$ cat config.mk
export PLATFORM = sky130hd
export DESIGN_NAME = periodic_task_dispatcher_top_flat
export DESIGN_NICKNAME = d
export VERILOG_FILES = /design/src/hw/rtl/ptd_pkg.sv /design/src/hw/rtl/ptd_if.sv /design/src/hw/rtl/ptd_mod.sv /design/src/hw/rtl/ptd_datapath.sv /design/src/hw/rtl/ptd_ctrl.sv /design/src/hw/rtl/periodic_task_dispatcher_top.sv /design/src/flat_wrapper.sv
export VERILOG_INCLUDE_DIRS = /design/src /design/src/hw/rtl
export SDC_FILE = /design/constraint.sdc
export NUM_CORES = 1
export LEC_CHECK = 0
export BUFFER_PORTS_ARGS = -buffer_cell sky130_fd_sc_hd__buf_4
export CORE_ASPECT_RATIO = 1.2
export CORE_MARGIN = 2
export CORE_UTILIZATION = 45
export DETAILED_ROUTE_END_ITERATION = 16
export PLACE_DENSITY_LB_ADDON = 0.15
export SLEW_MARGIN = 25
export SYNTH_ARGS = -nofsm -noshare
export SYNTH_HDL_FRONTEND = slang
export SYNTH_HIERARCHICAL = 1
export SYNTH_SLANG_ARGS = --single-unit
$ cat constraint.sdc
create_clock -name clk -period 5.84 [get_ports clk]
set_input_delay 0.876 -clock clk [delete_from_list [all_inputs] [get_ports clk]]
set_output_delay 0.876 -clock clk [all_outputs]
set_load 0.005 [all_outputs]
$ cat src/hw/rtl/periodic_task_dispatcher_top_macros.svh
// Assertion macros shared by the periodic task dispatcher RTL.
`ifndef PERIODIC_TASK_DISPATCHER_TOP_MACROS_SVH
`define PERIODIC_TASK_DISPATCHER_TOP_MACROS_SVH

`ifndef SYNTHESIS

// Same-cycle implication, checked on every rising edge outside reset.
`define PTD_ASSERT_IMP(lbl, clk_sig, rstn_sig, ante, cons, msg) \
	lbl: assert property (@(posedge clk_sig) disable iff (!rstn_sig) (ante) |-> (cons)) \
		else $error(msg);

// Next-cycle implication, checked on every rising edge outside reset.
`define PTD_ASSERT_NXT(lbl, clk_sig, rstn_sig, ante, cons, msg) \
	lbl: assert property (@(posedge clk_sig) disable iff (!rstn_sig) (ante) |=> (cons)) \
		else $error(msg);

`else

`define PTD_ASSERT_IMP(lbl, clk_sig, rstn_sig, ante, cons, msg)
`define PTD_ASSERT_NXT(lbl, clk_sig, rstn_sig, ante, cons, msg)

`endif

`endif

$ cat src/hw/rtl/ptd_pkg.sv
// Package with the types, codes and sizes of the periodic task dispatcher.
`default_nettype none

package ptd_pkg;

	localparam int NUM_SLOTS = 8;
	localparam int ACTION_W  = 2;
	localparam int SLOT_W    = 3;
	localparam int PERIOD_W  = 16;
	localparam int IDX_W     = (NUM_SLOTS > 1) ? $clog2(NUM_SLOTS) : 1;
	localparam int CNT_W     = $clog2(PERIOD_W + 1);

	typedef enum logic [ACTION_W-1:0] {
		ACT_TICK   = 2'd0,
		ACT_CREATE = 2'd1,
		ACT_DELETE = 2'd2
	} action_t;

	localparam logic STATUS_OK    = 1'b0;
	localparam logic STATUS_TAKEN = 1'b1;

	typedef enum logic [1:0] {
		S_IDLE,
		S_SCAN,
		S_DIV,
		S_EMIT
	} state_t;

	// Commands from the controller to the datapath.
	typedef struct packed {
		logic req_ready;
		logic take_req;
		logic div_start;
		logic mark_due;
		logic idx_next;
		logic emit;
	} cmd_t;

	// Status from the datapath to the controller.
	typedef struct packed {
		logic req_valid;
		logic req_tick;
		logic out_free;
		logic slot_live;
		logic idx_last;
		logic div_done;
		logic mask_final;
	} stat_t;

endpackage

`default_nettype wire

$ cat src/hw/rtl/ptd_if.sv
// Request and response channel interfaces of the periodic task dispatcher.
`default_nettype none

interface ptd_req_if;
	logic                          valid;
	logic                          ready;
	logic [ptd_pkg::ACTION_W-1:0]  action;
	logic [ptd_pkg::SLOT_W-1:0]    slot;
	logic [ptd_pkg::PERIOD_W-1:0]  period;

	modport source (output valid, action, slot, period, input ready);
	modport sink   (input valid, action, slot, period, output ready);
endinterface

interface ptd_rsp_if;
	logic                        valid;
	logic                        ready;
	logic                        fire;
	logic [ptd_pkg::SLOT_W-1:0]  task_id;
	logic                        status;
	logic                        last;

	modport source (output valid, fire, task_id, status, last, input ready);
	modport sink   (input valid, fire, task_id, status, last, output ready);
endinterface

`default_nettype wire

$ cat src/hw/rtl/ptd_mod.sv
// Iterative restoring remainder unit: one quotient bit per cycle.
`default_nettype none
`include "periodic_task_dispatcher_top_macros.svh"

module ptd_mod (
	input  wire logic                         clk,
	input  wire logic                         arst_n,
	input  wire logic                         start,
	input  wire logic [ptd_pkg::PERIOD_W-1:0] dividend,
	input  wire logic [ptd_pkg::PERIOD_W-1:0] divisor,
	output logic                              busy,
	output logic                              done,
	output logic                              rem_zero
);

	logic                         busy_q;
	logic                         done_q;
	logic [ptd_pkg::CNT_W-1:0]    cnt_q;
	logic [ptd_pkg::PERIOD_W-1:0] rem_q;
	logic [ptd_pkg::PERIOD_W-1:0] dvd_q;
	logic [ptd_pkg::PERIOD_W-1:0] dsr_q;
	logic [ptd_pkg::PERIOD_W:0]   trial;
	logic [ptd_pkg::PERIOD_W:0]   diff;
	logic [ptd_pkg::PERIOD_W-1:0] rem_nxt;

	always_comb begin
		trial   = {rem_q, dvd_q[ptd_pkg::PERIOD_W-1]};
		diff    = trial - {1'b0, dsr_q};
		rem_nxt = (trial >= {1'b0, dsr_q}) ? diff[ptd_pkg::PERIOD_W-1:0]
		                                   : trial[ptd_pkg::PERIOD_W-1:0];
	end

	always_ff @(posedge clk or negedge arst_n) begin
		if (!arst_n) begin
			busy_q <= 1'b0;
			done_q <= 1'b0;
			cnt_q  <= '0;
		end else begin
			done_q <= 1'b0;
			if (start) begin
				busy_q <= 1'b1;
				cnt_q  <= ptd_pkg::CNT_W'(ptd_pkg::PERIOD_W);
			end else if (busy_q) begin
				cnt_q <= cnt_q - ptd_pkg::CNT_W'(1);
				if (cnt_q == ptd_pkg::CNT_W'(1)) begin
					busy_q <= 1'b0;
					done_q <= 1'b1;
				end
			end
		end
	end

	always_ff @(posedge clk) begin
		if (start) begin
			rem_q <= '0;
			dvd_q <= dividend;
			dsr_q <= divisor;
		end else if (busy_q) begin
			rem_q <= rem_nxt;
			dvd_q <= {dvd_q[ptd_pkg::PERIOD_W-2:0], 1'b0};
		end
	end

	assign busy     = busy_q;
	assign done     = done_q;
	assign rem_zero = (rem_q == '0);

	`PTD_ASSERT_IMP(a_start_idle, clk, arst_n, start, !busy_q, "remainder unit restarted while busy")

endmodule

`default_nettype wire

$ cat src/hw/rtl/ptd_datapath.sv
// Datapath: slot table, tick counter, due mask, remainder unit and result register.
`default_nettype none
`include "periodic_task_dispatcher_top_macros.svh"

module ptd_datapath (
	input  wire logic           clk,
	input  wire logic           arst_n,
	input  wire ptd_pkg::cmd_t  cmd,
	output ptd_pkg::stat_t      stat,
	ptd_req_if.sink             req,
	ptd_rsp_if.source           rsp
);

	logic [ptd_pkg::PERIOD_W-1:0]  tick_count_q;
	logic [ptd_pkg::PERIOD_W-1:0]  task_period_q [ptd_pkg::NUM_SLOTS];
	logic [ptd_pkg::NUM_SLOTS-1:0] slot_valid_q;
	logic [ptd_pkg::IDX_W-1:0]     idx_q;
	logic [ptd_pkg::NUM_SLOTS-1:0] due_mask_q;

	logic                          out_valid_q;
	logic                          out_fire_q;
	logic [ptd_pkg::SLOT_W-1:0]    out_task_id_q;
	logic                          out_status_q;
	logic                          out_last_q;

	logic [ptd_pkg::IDX_W-1:0]     req_idx;
	logic                          slot_in_range;
	logic                          create_ok;
	logic [ptd_pkg::IDX_W-1:0]     low_id;
	logic [ptd_pkg::NUM_SLOTS-1:0] mask_rest;
	logic                          out_free;
	logic                          div_busy;
	logic                          div_done;
	logic                          div_rem_zero;

	assign req_idx       = req.slot[ptd_pkg::IDX_W-1:0];
	assign slot_in_range = int'(req.slot) < ptd_pkg::NUM_SLOTS;
	assign create_ok     = slot_in_range && !slot_valid_q[req_idx];
	assign out_free      = !out_valid_q || rsp.ready;

	// Lowest due slot and the mask left once it has been reported.
	always_comb begin
		low_id = '0;
		for (int i = ptd_pkg::NUM_SLOTS - 1; i >= 0; i--) begin
			if (due_mask_q[i]) begin
				low_id = ptd_pkg::IDX_W'(i);
			end
		end
		mask_rest = due_mask_q & (due_mask_q - ptd_pkg::NUM_SLOTS'(1));
	end

	ptd_mod u_mod (
		.clk      (clk),
		.arst_n   (arst_n),
		.start    (cmd.div_start),
		.dividend (tick_count_q),
		.divisor  (task_period_q[idx_q]),
		.busy     (div_busy),
		.done     (div_done),
		.rem_zero (div_rem_zero)
	);

	always_comb begin
		stat.req_valid  = req.valid;
		stat.req_tick   = (req.action == ptd_pkg::ACT_TICK);
		stat.out_free   = out_free;
		stat.slot_live  = slot_valid_q[idx_q] && (task_period_q[idx_q] != '0);
		stat.idx_last   = (int'(idx_q) == ptd_pkg::NUM_SLOTS - 1);
		stat.div_done   = div_done;
		stat.mask_final = (mask_rest == '0);
	end

	// Control state: tick counter, valid bits, walk index, due mask, result valid.
	always_ff @(posedge clk or negedge arst_n) begin
		if (!arst_n) begin
			tick_count_q <= '0;
			slot_valid_q <= '0;
			idx_q        <= '0;
			due_mask_q   <= '0;
			out_valid_q  <= 1'b0;
		end else begin
			if (out_free) begin
				out_valid_q <= 1'b0;
			end
			if (cmd.take_req) begin
				unique case (req.action)
					ptd_pkg::ACT_TICK: begin
						tick_count_q <= tick_count_q + ptd_pkg::PERIOD_W'(1);
						idx_q        <= '0;
						due_mask_q   <= '0;
					end
					ptd_pkg::ACT_CREATE: begin
						out_valid_q <= 1'b1;
						if (create_ok) begin
							slot_valid_q[req_idx] <= 1'b1;
						end
					end
					ptd_pkg::ACT_DELETE: begin
						out_valid_q <= 1'b1;
						if (slot_in_range) begin
							slot_valid_q[req_idx] <= 1'b0;
						end
					end
					default: begin
						out_valid_q <= 1'b1;
					end
				endcase
			end
			if (cmd.mark_due && div_rem_zero) begin
				due_mask_q[idx_q] <= 1'b1;
			end
			if (cmd.idx_next) begin
				idx_q <= idx_q + ptd_pkg::IDX_W'(1);
			end
			if (cmd.emit) begin
				out_valid_q <= 1'b1;
				due_mask_q  <= mask_rest;
			end
		end
	end

	// Payload: stored periods and the result fields.
	always_ff @(posedge clk) begin
		if (cmd.take_req && req.action == ptd_pkg::ACT_CREATE && create_ok) begin
			task_period_q[req_idx] <= req.period;
		end
		if (cmd.take_req) begin
			out_fire_q <= 1'b0;
			out_last_q <= 1'b1;
			unique case (req.action)
				ptd_pkg::ACT_CREATE: begin
					out_task_id_q <= req.slot;
					out_status_q  <= create_ok ? ptd_pkg::STATUS_OK : ptd_pkg::STATUS_TAKEN;
				end
				ptd_pkg::ACT_DELETE: begin
					out_task_id_q <= req.slot;
					out_status_q  <= ptd_pkg::STATUS_OK;
				end
				default: begin
					out_task_id_q <= '0;
					out_status_q  <= ptd_pkg::STATUS_OK;
				end
			endcase
		end else if (cmd.emit) begin
			out_fire_q    <= (due_mask_q != '0);
			out_task_id_q <= ptd_pkg::SLOT_W'(low_id);
			out_status_q  <= ptd_pkg::STATUS_OK;
			out_last_q    <= (mask_rest == '0);
		end
	end

	assign req.ready   = cmd.req_ready;
	assign rsp.valid   = out_valid_q;
	assign rsp.fire    = out_fire_q;
	assign rsp.task_id = out_task_id_q;
	assign rsp.status  = out_status_q;
	assign rsp.last    = out_last_q;

	`PTD_ASSERT_NXT(a_more_due, clk, arst_n, cmd.emit && !stat.mask_final, due_mask_q != '0, "due mask emptied before the last result")
	`PTD_ASSERT_IMP(a_no_mark_busy, clk, arst_n, cmd.mark_due, !div_busy, "due mark taken while remainder unit busy")

endmodule

`default_nettype wire

$ cat src/hw/rtl/ptd_ctrl.sv
// Controller state machine: request intake, slot walk and result emission.
`default_nettype none
`include "periodic_task_dispatcher_top_macros.svh"

module ptd_ctrl (
	input  wire logic           clk,
	input  wire logic           arst_n,
	input  wire ptd_pkg::stat_t stat,
	output ptd_pkg::cmd_t       cmd
);

	ptd_pkg::state_t state_q;
	ptd_pkg::state_t state_d;

	always_ff @(posedge clk or negedge arst_n) begin
		if (!arst_n) begin
			state_q <= ptd_pkg::S_IDLE;
		end else begin
			state_q <= state_d;
		end
	end

	always_comb begin
		state_d = state_q;
		cmd     = '0;
		unique case (state_q)
			ptd_pkg::S_IDLE: begin
				cmd.req_ready = stat.out_free;
				if (stat.req_valid && stat.out_free) begin
					cmd.take_req = 1'b1;
					if (stat.req_tick) begin
						state_d = ptd_pkg::S_SCAN;
					end
				end
			end
			ptd_pkg::S_SCAN: begin
				if (stat.slot_live) begin
					cmd.div_start = 1'b1;
					state_d       = ptd_pkg::S_DIV;
				end else if (stat.idx_last) begin
					state_d = ptd_pkg::S_EMIT;
				end else begin
					cmd.idx_next = 1'b1;
				end
			end
			ptd_pkg::S_DIV: begin
				if (stat.div_done) begin
					cmd.mark_due = 1'b1;
					if (stat.idx_last) begin
						state_d = ptd_pkg::S_EMIT;
					end else begin
						cmd.idx_next = 1'b1;
						state_d      = ptd_pkg::S_SCAN;
					end
				end
			end
			ptd_pkg::S_EMIT: begin
				if (stat.out_free) begin
					cmd.emit = 1'b1;
					if (stat.mask_final) begin
						state_d = ptd_pkg::S_IDLE;
					end
				end
			end
			default: begin
				state_d = ptd_pkg::S_IDLE;
			end
		endcase
	end

	`PTD_ASSERT_IMP(a_ready_idle, clk, arst_n, cmd.req_ready, state_q == ptd_pkg::S_IDLE, "request taken outside idle")
	`PTD_ASSERT_NXT(a_div_exit, clk, arst_n, state_q == ptd_pkg::S_DIV && stat.div_done, state_q == ptd_pkg::S_SCAN || state_q == ptd_pkg::S_EMIT, "walk stuck after remainder")

endmodule

`default_nettype wire

$ cat src/hw/rtl/periodic_task_dispatcher_top.sv
// Top level of the periodic task dispatcher: controller, datapath and channels.
`default_nettype none

// The dispatcher keeps eight task slots, indexed by priority, each with a valid
// bit and a 16-bit period, and a 16-bit wrapping tick counter. A request
// transaction carries an action (0 tick, 1 create, 2 delete), a slot and a
// period. Create and delete each give one response transaction with fire clear,
// task_id equal to the requested slot and last set; create on a slot already in
// use is refused with status 1 and leaves the slot as it was. An unused action
// code changes nothing and answers with all fields zero but last. A tick first
// advances the counter, then walks all slots in ascending order and gives one
// response with fire set for each valid slot whose nonzero period divides the
// new count, last marking the final one; when no slot is due it gives a single
// response with fire clear. Create, delete and unused actions are taken one per
// cycle as long as the response register is free or being drained. A tick
// passes over each empty or zero-period slot, and for each live slot starts the
// bit-serial remainder unit, waits through its 16 shift steps and then reads the
// remainder, the periods being tested one after another. After the walk it
// writes its responses in turn; no new request is taken until the last one has
// been written. The response sits in an output register, so a stalled consumer
// holds the block only once the next response is ready to be written. There is
// no configuration port and no clearing pass.
module periodic_task_dispatcher_top (
	input  wire logic clk,
	input  wire logic arst_n,
	ptd_req_if.sink   req,
	ptd_rsp_if.source rsp
);

	// Command and status groups between the state machine and the datapath.
	ptd_pkg::cmd_t  cmd;
	ptd_pkg::stat_t stat;

	ptd_ctrl u_ctrl (
		.clk    (clk),
		.arst_n (arst_n),
		.stat   (stat),
		.cmd    (cmd)
	);

	// The datapath owns both channels: it drives ready from the controller's
	// command and holds the response register.
	ptd_datapath u_datapath (
		.clk    (clk),
		.arst_n (arst_n),
		.cmd    (cmd),
		.stat   (stat),
		.req    (req),
		.rsp    (rsp)
	);

endmodule

`default_nettype wire
$ cat src/flat_wrapper.sv
// flat-port wrapper written by rule: the top's interface ports become plain ports
module periodic_task_dispatcher_top_flat 
  (clk, arst_n, req_valid, req_action, req_slot, req_period, req_ready, rsp_valid, rsp_fire, rsp_task_id, rsp_status, rsp_last, rsp_ready);
  ptd_req_if req_i ();
  ptd_rsp_if rsp_i ();
  input  wire logic clk;
  input  wire logic arst_n;
  input wire logic [$bits(req_i.valid)-1:0] req_valid;
  input wire logic [$bits(req_i.action)-1:0] req_action;
  input wire logic [$bits(req_i.slot)-1:0] req_slot;
  input wire logic [$bits(req_i.period)-1:0] req_period;
  output wire logic [$bits(req_i.ready)-1:0] req_ready;
  output wire logic [$bits(rsp_i.valid)-1:0] rsp_valid;
  output wire logic [$bits(rsp_i.fire)-1:0] rsp_fire;
  output wire logic [$bits(rsp_i.task_id)-1:0] rsp_task_id;
  output wire logic [$bits(rsp_i.status)-1:0] rsp_status;
  output wire logic [$bits(rsp_i.last)-1:0] rsp_last;
  input wire logic [$bits(rsp_i.ready)-1:0] rsp_ready;
  assign req_i.valid = req_valid;
  assign req_i.action = req_action;
  assign req_i.slot = req_slot;
  assign req_i.period = req_period;
  assign req_ready = req_i.ready;
  assign rsp_valid = rsp_i.valid;
  assign rsp_fire = rsp_i.fire;
  assign rsp_task_id = rsp_i.task_id;
  assign rsp_status = rsp_i.status;
  assign rsp_last = rsp_i.last;
  assign rsp_i.ready = rsp_ready;
  periodic_task_dispatcher_top u_core (.clk(clk), .arst_n(arst_n), .req(req_i), .rsp(rsp_i));
endmodule
==> metrics.cfg, run 1 <==
[timing]
final_hold_viol_count = 0
max_freq_mhz = 242.0
setup_violations = 0
slew_headroom_pct = 38.95
hold_ws_ns = 0.3622
fin_ws_ns = 1.707
tightest_slew_ns = 0.9157
slew_violations = 0
period_needed_ns = 4.133
tns_ns = 0
fin_crit_sh_pct = 70.77
finClkSkew_ns = 0.01615
rsz0062_at_grt = no

[global_routing]
grt_overflow = 0
antenna_found_initial = 0
grt_pass1_vias = 6537
grt_pass1_wl_um = 35470
grt_max_degree = 54
grt_util_all_layers_pct = 18.07

[critical_path]
critPathMaxStageDelay_ns = 0.96
cp_slowest_cell = dfrtp_2
crit_required_ns = 6.00
crit_path_end_kind = register
path_delay_family = simple AND/OR/NAND/NOR gates
crit_buf_inv = 1
cpMostUsedCell = nor2_1
cp-start-kind = register
critical_path.cell_chain = mux4_2, mux2_2, nor4_1, and4_1, nor2_1, and2_2, nor2_1, inv_1
critPathMaxFanout = 27
crit_type = reg -> reg
worstPathArrival_ns = 4.30

[detailed_routing]
wl_met1_um = 9155
drtIter0Drc = 478
met2WireLength_um = 11650
drc_errors = 0
drt-total-wl_um = 22080
viasPerCell = 5.739
wl_met3_um = 853
wire_per_inst_um = 19.56
drtPass1Iterations = 4
topRoutingLayerUsed = met4
vias = 6479
postRouteAntennaNets = 0

[hold_path]
hold_class = in -> async

[clock_tree]
cts_max_level = 1
cts_tree = yes
clockBufferDepth = 3
cts_buffers = 24
cts_sinks = 227
cts-hold-fix-buffers = 0
postCtsResizedCells = 0
ctsRootBufferMaster = clkbuf_16
cts_setup_buffers = 0
clock_latency_ns = 0.52
clk_pin_slew_ns = 0.06

[finish]
drive_gt1_share_pct = 20.52
stdcell_area_um2 = 11910
nNetsFinal = 851
diodes = 0
synthToLayoutAreaGrowth_pct = 11.73
final_cells = 1129
nFillCells = 1956

[placement]
place_inst = 1085
place.gp.congestion = 0.8562
placed_area_um2 = 11190
dp_hpwl_um = 14460
numPortBuffers = 32
post-place-ws_ns = 1.585

[floorplan]
rows = 61
coreArea_um2 = 23200
initial_utilization_pct = 45.93
io-pin-count = 33
fp.dieW_um = 144.5
die_area_um2 = 24940
die_y_um = 172.6

[synthesis]
syn_inst = 769
synth_edf_count = 164
yosysSeqAreaShare_pct = 60.15
ys.flop_type = edfxtp_1
ys_types = 73
syn_area_um2 = 10660
async_flop_share_pct = 19.82
synth_nets = 824
yosys_register_bits = 227
synth.avg_cell_area_um2 = 13.86
synth_warnings = 6

[power_and_ir_drop]
power_density_nw_per_um2 = 495.9
vdd_drop_max_v = 0.0002913
p_leak_uw = 0.004347

[status]
status = finished, final reports clean

[run]
cap_violations = 0

[cells in the mapped netlist, types with 5 or more instances]
| library cell | count | area, um^2 |
|---|---|---|
| nor2_1 | 56 | 210.2 |
| a221oi_1 | 8 | 70.07 |
| dfrtp_1 | 45 | 1126 |
| nor2b_1 | 7 | 43.79 |
| o31ai_1 | 14 | 105.1 |
| nand2b_1 | 7 | 43.79 |
| a21oi_1 | 25 | 125.1 |
| nand2_1 | 33 | 123.9 |
| a311oi_1 | 10 | 87.58 |
| xor2_1 | 8 | 70.07 |
| a211oi_1 | 5 | 37.54 |
| nand3_1 | 22 | 110.1 |
| o21ai_1 | 10 | 50.05 |
| or3_1 | 5 | 31.28 |
| buf_4 | 5 | 37.54 |
| xnor2_1 | 18 | 157.7 |
| mux4_2 | 36 | 810.8 |
| nand4_1 | 11 | 68.82 |
| mux2_2 | 35 | 394.1 |
| and3_1 | 7 | 43.79 |
| ha_1 | 29 | 362.9 |
| dfxtp_1 | 18 | 360.4 |
| a21o_1 | 13 | 97.59 |
| nor4_1 | 9 | 56.30 |
| clkbuf_1 | 23 | 86.33 |
| inv_1 | 32 | 120.1 |
| o21ai_0 | 17 | 85.08 |
| nor3_1 | 7 | 35.03 |
| mux2i_1 | 5 | 50.05 |
| edfxtp_1 | 164 | 4925 |
| buf_2 | 9 | 45.04 |
[worst paths after layout]
kind | slack, ns | cells after the start | startpoint | end
max | 1.71 | 8 | u_core/u_datapath/idx_q[0]$_DFFE_PN0P_ | u_core/u_datapath/u_mod/dvd_q[12]$_DFFE_PP_
min | 0.36 | 1 | arst_n | u_core/u_datapath/tick_count_q[8]$_DFFE_PN0P_
max reg2reg | 1.71 | 8 | u_core/u_datapath/idx_q[0]$_DFFE_PN0P_ | u_core/u_datapath/u_mod/dvd_q[12]$_DFFE_PP_
min reg2reg | 0.47 | 1 | u_core/u_datapath/tick_count_q[15]$_DFFE_PN0P_ | u_core/u_datapath/tick_count_q[15]$_DFFE_PN0P_
max in group asynchronous | 5.03 | 1 | arst_n | u_core/u_datapath/idx_q[0]$_DFFE_PN0P_
min in group clk | 0.47 | 1 | u_core/u_datapath/tick_count_q[15]$_DFFE_PN0P_ | u_core/u_datapath/tick_count_q[15]$_DFFE_PN0P_
[area by class of cell]
type	instances	area [um^2]	area share, %
inverter	32	120.1	1.009
tap	315	394.1	3.310
sequential	227	6414	53.86
multi-input combinational	467	3934	33.04
timing repair buffer	44	330.3	2.774
clock inverter	8	50.05	0.4203
clock buffer	36	665.6	5.590
[layout by cell type (no fill, tap or decap), types with 4 or more instances in the layout]
master     count
o211ai_1       4
nor2b_1        7
a221oi_1       8
buf_4         44
and3_1         7
nor4_1         9
a32oi_1        4
a21o_1        13
mux2i_1        5
ha_1          29
edfxtp_1     164
nor2_1        56
o21ai_1        9
inv_1         32
nand4_1       11
nand2b_1       7
clkbuf_1      10
xnor2_1       18
nand3_1       22
dfxtp_1       18
clkbuf_16     24
nor3_1         5
nand2_1       33
o31ai_1       14
dfrtp_1       43
o21ai_0       17
a21oi_1       25
mux4_2        36
a211oi_1       5
clkinv_1       4
or3_1          5
a311oi_1      10
mux2_2        35
a31oi_1        4
xor2_1         8
[state kept, by name (all words and copies together) (netlist names), named ones only]
| register | cells |
|---|---|
| u_core/u_datapath/u_mod/rem_q | 16 |
| u_core/u_datapath/rsp.task_id | 3 |
| u_core/u_datapath/tick_count_q | 16 |
| u_core/u_ctrl/state_q | 2 |
| u_core/u_datapath/rsp.fire | 1 |
| u_core/u_datapath/u_mod/dsr_q | 16 |
| u_core/u_datapath/rsp.status | 1 |
| u_core/u_datapath/u_mod/dvd_q | 16 |
| u_core/u_datapath/u_mod/done | 1 |
| u_core/u_datapath/idx_q | 3 |
| u_core/u_datapath/rsp.last | 1 |
| u_core/u_datapath/task_period_q | 128 |
| u_core/u_datapath/rsp.valid | 1 |
| u_core/u_datapath/u_mod/cnt_q | 5 |
| u_core/u_datapath/due_mask_q | 8 |
| u_core/u_datapath/u_mod/busy | 1 |
[metrics by stage]
stage	util (%)	total power [uW]
after floorplan	-	4016
after global placement	48.22	4469
after detailed placement	48.23	4540
after CTS	51.32	5943
after global routing	51.32	6294
final	51.32	5904
[cell families (layout without fill, tap and decap cells)]
group | after synthesis | in the layout | share of synthesized area (%)
simple gates | 192 | 192 | 9.509
flops | 227 | 227 | 60.15
xor+xnor | 26 | 26 | 2.137
fa+ha+maj | 31 | 31 | 3.686
compound gates | 140 | 140 | 9.451
buf+inv | 75 | 120 | 3.076
mux | 78 | 78 | 11.99
[layer usage]
metal	GRT usage (%)	vias to the layer above
met5	0	-
met4	4.409	0
met3	2.465	35
met2	31.71	139
met1	23.67	3292
li1	-	3013
[power breakdown]
part | switching (uW) | internal [uW]
combinational | 1120 | 1000
sequential | 317 | 2080
clock | 592 | 788
total | 2030 | 3870
(Power assumes the default switching activity.)
==> run 2, diff against run 1 <==
Clock period 5.84 ns to 3.6 ns, I/O delays scaled along.
==> run 2 against run 1 <==
Combinational power grew 76%. Fmax grew 24%. First-iteration DRC count shrank 6.1%. Utilization grew 0.91 points. Critical path depth grew 3. Via count shrank 0.22%. Die area is the same. Final area grew 1.8%. Clock skew grew 0.0084 ns. Clock power grew 86%. Largest cell class unchanged. Global-route usage grew 0.33 points.
==> metrics.cfg, run 2 (same netlist as run 1, synthesis figures left out) <==
[critical_path]
cp-start-kind = register  ; unchanged
critical_path.cell_chain = buf_12, mux4_2, mux2_2, nor4_4, and4_1, nor2_1, nor2b_1, nor2_1, nor3b_1, buf_4, mux2i_1  ; was mux4_2, mux2_2, nor4_1, and4_1, nor2_1, and2_2, nor2_1, inv_1
crit_required_ns = 4.01  ; was 6.00 ns
r2r_end = u_core/u_datapath/idx_q[0]$_DFFE_PN0P_  ; was u_core/u_datapath/u_mod/dvd_q[12]$_DFFE_PP_
worst_r2r_startpoint = u_core/u_datapath/idx_q[0]$_DFFE_PN0P_  ; unchanged
rr_worst_depth = 11  ; was 8
critPathMaxStageDelay_ns = 0.52  ; was 0.96 ns
worstPathArrival_ns = 3.73  ; was 4.30 ns
cp_slowest_cell = mux4_2  ; was dfrtp_2
cpMostUsedCell = nor2_1  ; unchanged
crit_path_end_kind = register  ; unchanged
ff2ff_setup_slack_ns = 0.28  ; was 1.71 ns
critPathMaxFanout = 17  ; was 27
crit_type = reg -> reg  ; unchanged

[clock_tree]
clockBufferDepth = 3  ; unchanged
clk_pin_slew_ns = 0.06  ; about the same
ctsRootBufferMaster = clkbuf_16  ; unchanged
cts_sinks = 227  ; unchanged
cts_tree = yes  ; unchanged
cts_buffers = 25  ; was 24
clock_latency_ns = 0.53  ; was 0.52 ns
cts-hold-fix-buffers = 0  ; unchanged
cts_setup_buffers = 0  ; unchanged
cts_max_level = 1  ; unchanged

[detailed_routing]
viasPerCell = 5.696  ; was 5.739
wire_per_inst_um = 19.75  ; was 19.56 um
drt-total-wl_um = 22420  ; was 22080 um
drc_errors = 0  ; unchanged
vias = 6465  ; was 6479
drtPass1Iterations = 5  ; was 4
drtIter0Drc = 449  ; was 478
postRouteAntennaNets = 0  ; unchanged

[finish]
nNetsFinal = 859  ; was 851
diodes = 0  ; unchanged
synthToLayoutAreaGrowth_pct = 13.70  ; was 11.73%
largest_reg_flops = 128  ; unchanged
regMostFlops = u_core/u_datapath/task_period_q  ; unchanged
layout_common_cells = 164 x edfxtp_1, 56 x nor2_1, 49 x buf_4  ; was 164 x edfxtp_1, 56 x nor2_1, 44 x buf_4
final_common_cell = edfxtp_1  ; unchanged
fin_util_pct = 52.23  ; was 51.32%
drive_gt1_share_pct = 22.44  ; was 20.52%

[floorplan]
rows = 61  ; unchanged
io-pin-count = 33  ; unchanged
die_y_um = 172.6  ; unchanged
initial_utilization_pct = 45.93  ; unchanged
fp.dieW_um = 144.5  ; unchanged
die_area_um2 = 24940  ; unchanged
coreArea_um2 = 23200  ; unchanged

[placement]
post-place-ws_ns = 0.06051  ; was 1.585 ns
numPortBuffers = 32  ; unchanged
dp_hpwl_um = 14810  ; was 14460 um
place.gp.congestion = 0.8448  ; was 0.8562

[timing]
finClkSkew_ns = 0.02456  ; was 0.01615 ns
tightest_slew_ns = 0.8330  ; was 0.9157 ns
max_freq_mhz = 301.0  ; was 242.0 MHz
slew_violations = 0  ; unchanged
fin_ws_ns = 0.2782  ; was 1.707 ns
tns_ns = 0  ; unchanged
rsz0062_at_grt = no  ; unchanged
slew_headroom_pct = 44.46  ; was 38.95%
period_needed_ns = 3.322  ; was 4.133 ns
setup_violations = 0  ; unchanged
fin_crit_sh_pct = 92.27  ; was 70.77%
final_hold_viol_count = 0  ; unchanged

[hold_path]
hold_class = in -> async  ; unchanged

[status]
status = finished, final reports clean  ; unchanged

[global_routing]
grt_max_degree = 46  ; was 54
grt_util_all_layers_pct = 18.39  ; was 18.07%
grt_overflow = 0  ; unchanged
grt_use_met1_pct = 23.67  ; about the same
grt_pass1_wl_um = 36010  ; was 35470 um
use_met2_pct = 32.17  ; was 31.71%
grt_pass1_vias = 6662  ; was 6537
antenna_found_initial = 0  ; unchanged
top_usage_layer = met2  ; unchanged
met3_usage_pct = 2.825  ; was 2.465%

[power_and_ir_drop]
power_density_nw_per_um2 = 829.5  ; was 495.9 nW/um^2
vdd_drop_max_v = 0.0004492  ; was 0.0002913 V
p_leak_uw = 0.004443  ; was 0.004347 uW

[run]
cap_violations = 0  ; unchanged

run 2: through the flow:
step | instances | area (um^2) | total power (uW) | hold WS (ns)
final | 1135 | 12120 | 10050 | 0.01485
after global routing | 1135 | 12120 | 10690 | 0.04685
after CTS | 1135 | 12100 | 10110 | 0.03051
after detailed placement | 1092 | 11270 | 7505 | 0.4668
after global placement | 1092 | 11260 | 7370 | 0.4515
after floorplan | 769 | 10660 | 6516 | 0.2444
run 2: power breakdown:
| group | internal [uW] | switching (uW) |
|---|---|---|
| clock | 1560 | 1000 |
| sequential | 3380 | 380 |
| combinational | 1710 | 2020 |
run 2: area by class of cell:
type                            count  area, um^2
Clock buffer                       27       633.1
Tap cell                          315       394.1
Multi-Input combinational cell    467        3955
Clock inverter                     16       195.2
Inverter                           32       120.1
Sequential cell                   227        6412
Timing Repair Buffer               51       407.9
Fill cell                        1982       11080
run 2: layer usage:
metal / vias up / part of all wire (%)
met3: 36 / 3.7
met5: - / 0
met1: 3260 / 42
met2: 129 / 52
met4: 0 / 2.2
li1: 3040 / -
run 2: what timing repair did:
item	in CTS	in global routing
pin swaps	0	0
endpoints found under the setup margin	1	1
gates resized for setup	1	2
run 2: worst max path at each step:
stage,startpoint,end
finish,u_core/u_datapath/idx_q[0]$_DFFE_PN0P_,u_core/u_datapath/idx_q[0]$_DFFE_PN0P_
CTS,u_core/u_datapath/idx_q[0]$_DFFE_PN0P_,u_core/u_datapath/idx_q[0]$_DFFE_PN0P_
floorplan,u_core/u_datapath/idx_q[0]$_DFFE_PN0P_,u_core/u_datapath/u_mod/dvd_q[10]$_DFFE_PP_
global route,u_core/u_datapath/idx_q[0]$_DFFE_PN0P_,u_core/u_datapath/idx_q[0]$_DFFE_PN0P_
detailed placement,u_core/u_datapath/idx_q[0]$_DFFE_PN0P_,u_core/u_datapath/u_mod/dvd_q[8]$_DFFE_PP_
global placement,u_core/u_datapath/idx_q[0]$_DFFE_PN0P_,u_core/u_datapath/u_mod/dvd_q[10]$_DFFE_PP_
run 2: critical path, delay by kind of cell (launching register included):
family,cells,cell delay [ns]
buf+inv,2,0.42
mux,3,1.13
flops,1,0.50
simple gates,6,1.13
